<file path="src/rtl/eife_pkg.sv">
// Package for the integer field encoder: kinds, constants, command types, helpers.
`timescale 1ns / 1ps

package eife_pkg;

	localparam int DEF_VALUE_WIDTH = 64;
	localparam int GROUP_BITS      = 7;
	localparam int FIELD_BITS_W    = 8;
	localparam int FIELD_WIDTH_W   = 4;
	localparam int VALUE_FIELD_W   = 64;
	localparam int COUNT_FIELD_W   = 4;
	localparam int KIND_W          = 3;
	localparam int S_TDATA_W       = 72;
	localparam int M_TDATA_W       = 16;

	localparam logic [FIELD_BITS_W-1:0]  CONT_FLAG  = 8'h80;
	localparam logic [FIELD_WIDTH_W-1:0] WIDTH_BYTE = 4'd8;
	localparam logic [FIELD_WIDTH_W-1:0] WIDTH_BIT  = 4'd1;

	typedef enum logic [KIND_W-1:0] {
		KIND_RAW  = 3'd0,
		KIND_BOOL = 3'd1,
		KIND_NBIT = 3'd2,
		KIND_UINT = 3'd3,
		KIND_SINT = 3'd4
	} kind_t;

	// Controller to datapath
	typedef struct packed {
		logic load;
		logic emit_group;
	} dp_cmd_t;

	// Datapath to controller
	typedef struct packed {
		logic last_group;
	} dp_status_t;

	// Clamp a field width to 1..8.
	function automatic logic [FIELD_WIDTH_W-1:0] nb_sat(input logic [COUNT_FIELD_W-1:0] nb);
		logic [FIELD_WIDTH_W-1:0] r;
		if (nb == '0) begin
			r = WIDTH_BIT;
		end else if (nb > WIDTH_BYTE) begin
			r = WIDTH_BYTE;
		end else begin
			r = nb;
		end
		return r;
	endfunction

	// Low-bit mask for a clamped width of 1..8.
	function automatic logic [FIELD_BITS_W-1:0] nb_mask(input logic [FIELD_WIDTH_W-1:0] nb);
		return 8'hFF >> (WIDTH_BYTE - nb);
	endfunction

endpackage

</file>
<file path="src/rtl/eife_dp.sv">
// Datapath: remaining-magnitude shift register and output field register.
`timescale 1ns / 1ps

module eife_dp import eife_pkg::*; #(
	parameter int VALUE_WIDTH = DEF_VALUE_WIDTH
) (
	input  logic                      clk,
	input  kind_t                     kind,
	input  logic [VALUE_FIELD_W-1:0]  value,
	input  logic [COUNT_FIELD_W-1:0]  bit_count,
	input  dp_cmd_t                   cmd,
	output dp_status_t                status,
	output logic [FIELD_BITS_W-1:0]   field_bits,
	output logic [FIELD_WIDTH_W-1:0]  field_width,
	output logic                      last_field
);

	logic [VALUE_WIDTH-1:0]   val_m;
	logic                     sign;
	logic [FIELD_WIDTH_W-1:0] nb;
	logic [VALUE_WIDTH-1:0]   rem_q;
	logic [FIELD_BITS_W-1:0]  bits_q;
	logic [FIELD_WIDTH_W-1:0] width_q;
	logic                     last_q;

	assign val_m = value[VALUE_WIDTH-1:0];
	assign sign  = val_m[VALUE_WIDTH-1];
	assign nb    = nb_sat(bit_count);

	assign status.last_group = (rem_q[VALUE_WIDTH-1:GROUP_BITS] == '0);

	always_ff @(posedge clk) begin
		if (cmd.load) begin
			case (kind)
				KIND_RAW: begin
					bits_q  <= val_m[FIELD_BITS_W-1:0];
					width_q <= WIDTH_BYTE;
					last_q  <= 1'b1;
				end
				KIND_BOOL: begin
					bits_q  <= {{(FIELD_BITS_W-1){1'b0}}, |val_m};
					width_q <= WIDTH_BIT;
					last_q  <= 1'b1;
				end
				KIND_NBIT: begin
					bits_q  <= val_m[FIELD_BITS_W-1:0] & nb_mask(nb);
					width_q <= nb;
					last_q  <= 1'b1;
				end
				KIND_UINT: begin
					rem_q <= val_m;
				end
				KIND_SINT: begin
					// Negative: encode magnitude minus one, i.e. the inverse
					bits_q  <= {{(FIELD_BITS_W-1){1'b0}}, sign};
					width_q <= WIDTH_BIT;
					last_q  <= 1'b0;
					rem_q   <= sign ? ~val_m : val_m;
				end
				default: begin
				end
			endcase
		end else if (cmd.emit_group) begin
			bits_q  <= {~status.last_group, rem_q[GROUP_BITS-1:0]};
			width_q <= WIDTH_BYTE;
			last_q  <= status.last_group;
			rem_q   <= rem_q >> GROUP_BITS;
		end
	end

	assign field_bits  = bits_q;
	assign field_width = width_q;
	assign last_field  = last_q;

endmodule

</file>
<file path="src/rtl/eife_ctrl.sv">
// Controller: request acceptance, group sequencing and output valid.
`timescale 1ns / 1ps

module eife_ctrl import eife_pkg::*; (
	input  logic       clk,
	input  logic       arst_n,
	input  logic       s_tvalid,
	output logic       s_tready,
	input  kind_t      kind,
	output logic       m_tvalid,
	input  logic       m_tready,
	output dp_cmd_t    cmd,
	input  dp_status_t status
);

	typedef enum logic {
		ST_IDLE,
		ST_GROUP
	} state_t;

	state_t state_q;
	logic   m_valid_q;
	logic   out_free;
	logic   accept;
	logic   kind_ok;

	assign out_free = !m_valid_q || m_tready;
	assign s_tready = (state_q == ST_IDLE) && out_free;
	assign accept   = s_tvalid && s_tready;
	assign kind_ok  = (kind == KIND_RAW) || (kind == KIND_BOOL) || (kind == KIND_NBIT)
		|| (kind == KIND_UINT) || (kind == KIND_SINT);

	always_comb begin
		cmd.load       = accept;
		cmd.emit_group = (state_q == ST_GROUP) && out_free;
	end

	always_ff @(posedge clk or negedge arst_n) begin
		if (!arst_n) begin
			state_q   <= ST_IDLE;
			m_valid_q <= 1'b0;
		end else begin
			case (state_q)
				ST_IDLE: begin
					if (accept && kind_ok) begin
						// Unsigned integers show nothing until the first group
						m_valid_q <= (kind != KIND_UINT);
						if (kind == KIND_UINT || kind == KIND_SINT) begin
							state_q <= ST_GROUP;
						end
					end else if (m_tready) begin
						m_valid_q <= 1'b0;
					end
				end
				ST_GROUP: begin
					if (out_free) begin
						m_valid_q <= 1'b1;
						if (status.last_group) begin
							state_q <= ST_IDLE;
						end
					end
				end
				default: begin
					state_q <= ST_IDLE;
				end
			endcase
		end
	end

	assign m_tvalid = m_valid_q;

endmodule

</file>
<file path="src/rtl/exi_integer_field_encoder.sv">
// Top level of the integer field encoder: stream ports, controller and datapath.
//
//  channel | direction | payload                                  | frame mark
//  s_      | in        | tuser: kind; tdata: value, bit_count      | -
//  m_      | out       | tdata: field_bits, field_width            | tlast: last_field
//
// Raw byte, boolean and n-bit kinds give one field; the next request can be taken as it leaves.
// Unsigned and signed integers emit one field per 7-bit group (1 to 10 groups) after the
// load, one group field per cycle while m_tready allows; a signed value first shows its sign field.
// A single output register holds each field; m_tready low stalls the group sequencer.
// arst_n clears the controller state and the output valid.
`timescale 1ns / 1ps

module exi_integer_field_encoder import eife_pkg::*; #(
	parameter int VALUE_WIDTH = DEF_VALUE_WIDTH
) (
	input  logic                 clk,
	input  logic                 arst_n,
	input  logic                 s_tvalid,
	output logic                 s_tready,
	input  logic [S_TDATA_W-1:0] s_tdata,   // value [63:0], bit_count [67:64], zero pad
	input  logic [KIND_W-1:0]    s_tuser,   // kind [2:0]
	output logic                 m_tvalid,
	input  logic                 m_tready,
	output logic [M_TDATA_W-1:0] m_tdata,   // field_bits [7:0], field_width [11:8], zero pad
	output logic                 m_tlast    // last_field
);

	kind_t                    kind;
	dp_cmd_t                  cmd;
	dp_status_t               status;
	logic [FIELD_BITS_W-1:0]  field_bits;
	logic [FIELD_WIDTH_W-1:0] field_width;

	assign kind = kind_t'(s_tuser);

	eife_ctrl u_ctrl (
		.clk      (clk),
		.arst_n   (arst_n),
		.s_tvalid (s_tvalid),
		.s_tready (s_tready),
		.kind     (kind),
		.m_tvalid (m_tvalid),
		.m_tready (m_tready),
		.cmd      (cmd),
		.status   (status)
	);

	eife_dp #(
		.VALUE_WIDTH (VALUE_WIDTH)
	) u_dp (
		.clk         (clk),
		.kind        (kind),
		.value       (s_tdata[VALUE_FIELD_W-1:0]),
		.bit_count   (s_tdata[VALUE_FIELD_W+COUNT_FIELD_W-1:VALUE_FIELD_W]),
		.cmd         (cmd),
		.status      (status),
		.field_bits  (field_bits),
		.field_width (field_width),
		.last_field  (m_tlast)
	);

	assign m_tdata = {{(M_TDATA_W-FIELD_BITS_W-FIELD_WIDTH_W){1'b0}}, field_width, field_bits};

endmodule

</file>
<file path="config.mk">
export PLATFORM = sky130hd
export DESIGN_NAME = exi_integer_field_encoder
export DESIGN_NICKNAME = d
export VERILOG_FILES = /design/src/rtl/eife_pkg.sv /design/src/rtl/eife_dp.sv /design/src/rtl/eife_ctrl.sv /design/src/rtl/exi_integer_field_encoder.sv
export SDC_FILE = /design/constraint.sdc
export NUM_CORES = 1
export LEC_CHECK = 0
export ABC_CLOCK_PERIOD_IN_PS = 3350
export BUFFER_PORTS_ARGS = -buffer_cell sky130_fd_sc_hd__buf_2
export CORE_ASPECT_RATIO = 1.1
export CORE_MARGIN = 3
export CORE_UTILIZATION = 35
export CTS_CLUSTER_SIZE = 40
export DETAILED_ROUTE_END_ITERATION = 10
export GPL_TIMING_DRIVEN = 0
export PLACE_DENSITY = 0.55
export SYNTH_ARGS = -nofsm -noshare
export SYNTH_HDL_FRONTEND = slang
export SYNTH_SLANG_ARGS = --single-unit
</file>
<file path="constraint.sdc">
create_clock -name clk -period 3.35 [get_ports clk]
set_input_delay 0 -clock clk [delete_from_list [all_inputs] [get_ports clk]]
set_output_delay 0 -clock clk [all_outputs]
set_load 0.02 [all_outputs]
</file>
==> metrics.txt <==
status=complete, no violations; ranking of synthesized cells by area=edfxtp_1 53%, xnor2_1 13%, nand2_1 7.4%; Hold EP=u_dp.rem_q[62]; Final period util=0.773; Initial DRT Pass Iterations=4; CTS H-tree depth=3; ANT nets after route=0; EDFF count, synth=77; Seq cells post-synth=79; fin. max-slew vios=0; normalized max-slew margin=0.171; Tmin final=2.59 ns; Placement Setup Slack=0.766 ns; clock sinks=79; Post-Syn Area per Cell=10.3 µm²; Post-CTS Setup Inserts=0; layout cells sized above 1=0.223; Worst Setup End Kind=register; Hold Path Cell Cnt=3; YS warnings=0; Leak Pwr=0.00202 µW; predominant post-synthesis flop cell=edfxtp_1; setup TNS=0 ns; I/O Pins=98; VDD IR max=0.000318 V; Clk Latency, worst-skew pair=0.33 ns; HP Class=in -> reg; setup violators final=0; Worst R2R End=u_dp.field_bits[1]; port bufs=87; reg2reg start=u_ctrl.m_tvalid; Post-Syn Instances=423; sequential share of the synthesized area=0.542; die extent in x=112 µm; leading area contributor after synthesis=edfxtp_1; WP buf/inv=2; CP startpoint=u_ctrl.m_tvalid; R2R Setup Slk=0.76 ns; synth unique cells=38; Clock Skews=0.00883 ns; violation count after the first detailed-route iteration=148; hpwl dp=8.53 mm; Setup Crit Path Kind=reg -> reg; Root Buffer=clkbuf_16; Worst Path Arrival=2.53 ns; commonest non-fill, non-tap cell in the layout=buf_2; Worst path slowest cell=o21ai_0; crit-path leading delay family=compound AO/OA/AOI/OAI gates; Layout Nets=610; fraction of registers with async set/reset=0.0253; Antenna diodes=0; smallest setup slack after layout=0.761 ns; Initial Util=0.361; Worst Reg2Reg Path Length in Cells=6; Cell Area, Synth=0.00436 mm²; Worst Tran Pin Value=1.23 ns; crit start category=register; drt wl/cell=16.4 µm; Die Ht=123 µm; Crit Path Max Fanout=10; synth-to-layout area growth=23.0%; Clock Tree Buf Depth=2; Hold Vio Cnt, Final=0; clock-pin slew on the worst setup and hold paths=0.06 ns; Max-Cap Viols=0; GR Overflow Total=0; worst-path cell chain=nand2b_1 -> and2_1 -> nand2_1 -> buf_2 -> buf_2 -> o21ai_0; Hold Path Origin=s_tdata[62]; Vias/cell=5.04; max frequency=0.386 GHz; die area=0.0138 mm²; Fill cells=1165; DRC=0; top cell type's share of synthesized area=0.530; Core Region=0.0121 mm²; max incr delay on CP=0.98 ns; CTS tree=yes; critical path required time=3.29 ns; GRT Util Overall=0.166; TritonCTS buffer count=9; Routability Congestion=0.838; power per cell area=691 mW/mm²; RSZ-0062 raised after global routing=false; highest-count cells in the layout ignoring fill and taps=92 x buf_2, 85 x nand2_1, 77 x edfxtp_1, 63 x xnor2_1, 55 x o21ai_1; post-CTS sizing=0; Total Wirelength=11.3 mm; routed vias=3464; antenna violations before repair=0; vias in the first global route=3557; pin count of the biggest net entering global routing=65; global-route wire length before repair=17.9 mm; most frequent CP cell=buf_2; num rows=42
-- cells in the mapped netlist, drive strengths merged, types with 2 or more instances --
library cell  instances
ha                    3
xnor2                63
a21oi                 6
edfxtp               77
nand3                 2
clkbuf               12
inv                   6
nor2                 15
nand4                 4
dfrtp                 2
nor3                  3
and3                  2
nand2b                6
nor4                 31
nand2                86
buf                  18
o21ai                71
-- per-stage QoR --
step	total power, µW	hold WS (ns)	instances	instance area (µm²)	util
global route	3910	0.0436	687	5360	0.443
global placement	2680	-0.214	667	5000	0.414
finish	3700	0.0192	687	5360	0.443
detailed placement	2690	-0.213	667	5010	0.414
floorplan	2340	-0.296	426	4370	-
CTS	3720	0.0154	687	5360	0.443
-- timing repair --
action,4_1_cts,5_1_grt
hold buffers,4,0
setup endpoints to repair,0,0
endpoints found under the hold margin,4,0
-- cell families (layout without fill, tap and decap cells) --
logic type / count (synthesis) / count (layout) / share of synthesized area
muxes: 1 / 1 / 0.00230
and+or+nand+nor: 154 / 154 / 0.167
AOI/OAI and AO/OA: 85 / 85 / 0.104
DFF: 79 / 79 / 0.542
adders and majority gates: 3 / 3 / 0.00861
other: 1 / 4 / 0.000860
buffers and inverters: 36 / 143 / 0.0471
xor gates and xnor gates: 64 / 64 / 0.129
-- flip-flops by register name (all words and copies together), names as in the netlist --
register	count
u_dp.rem_q	64
u_dp.field_bits	8
u_dp.field_width	4
u_ctrl.m_tvalid	1
u_ctrl.state_q	1
u_dp.last_field	1
-- layout make-up --
class / count / area, µm² / share of cell area
flip-flops and latches: 79 / 2360 / 0.441
multi-input cells: 311 / 1810 / 0.338
repair buffers: 91 / 475 / 0.0887
clock buffers: 10 / 229 / 0.0427
well taps: 154 / 193 / 0.0359
plain buffers: 30 / 183 / 0.0341
clock inverters: 6 / 85.1 / 0.0159
inverters: 6 / 22.5 / 0.00420
-- where the power goes --
part           switching, µW  internal [µW]  total [µW]  leakage (µW)
Sequential               181           1610        1800      0.000780
Clock                    388            650        1040      0.000150
Combinational            573            298         870       0.00109
-- per-layer routing --
| layer | track usage | wire [µm] | part of all wire |
|---|---|---|---|
| met5 | 0 | 0 | 0 |
| met4 | 0.0601 | 198 | 0.018 |
| met3 | 0.0313 | 585 | 0.052 |
| met2 | 0.282 | 5460 | 0.48 |
| met1 | 0.213 | 5010 | 0.45 |
-- worst reg2reg max path, stage by stage (launching register included) --
cell and delay [ns]:
dfrtp_1 0.40, nand2b_1 0.12, and2_1 0.15, nand2_1 0.11, buf_2 0.22, buf_2 0.22
o21ai_0 0.98
-- worst max-delay path by stage --
| stage | endpoint | slack [ns] | cells past startpoint |
|---|---|---|---|
| 2_1_floorplan | u_dp.rem_q[0] | 0.44 | 5 |
| 3_3_place_gp | u_dp.rem_q[18] | -0.27 | 5 |
| 3_5_place_dp | u_dp.field_bits[2] | 0.77 | 6 |
| 4_1_cts | u_dp.field_bits[1] | 0.76 | 6 |
| 5_1_grt | u_dp.field_bits[1] | 0.58 | 6 |
| 6_report | u_dp.field_bits[1] | 0.76 | 6 |
Note: power is estimated with default switching activity, not from simulation.
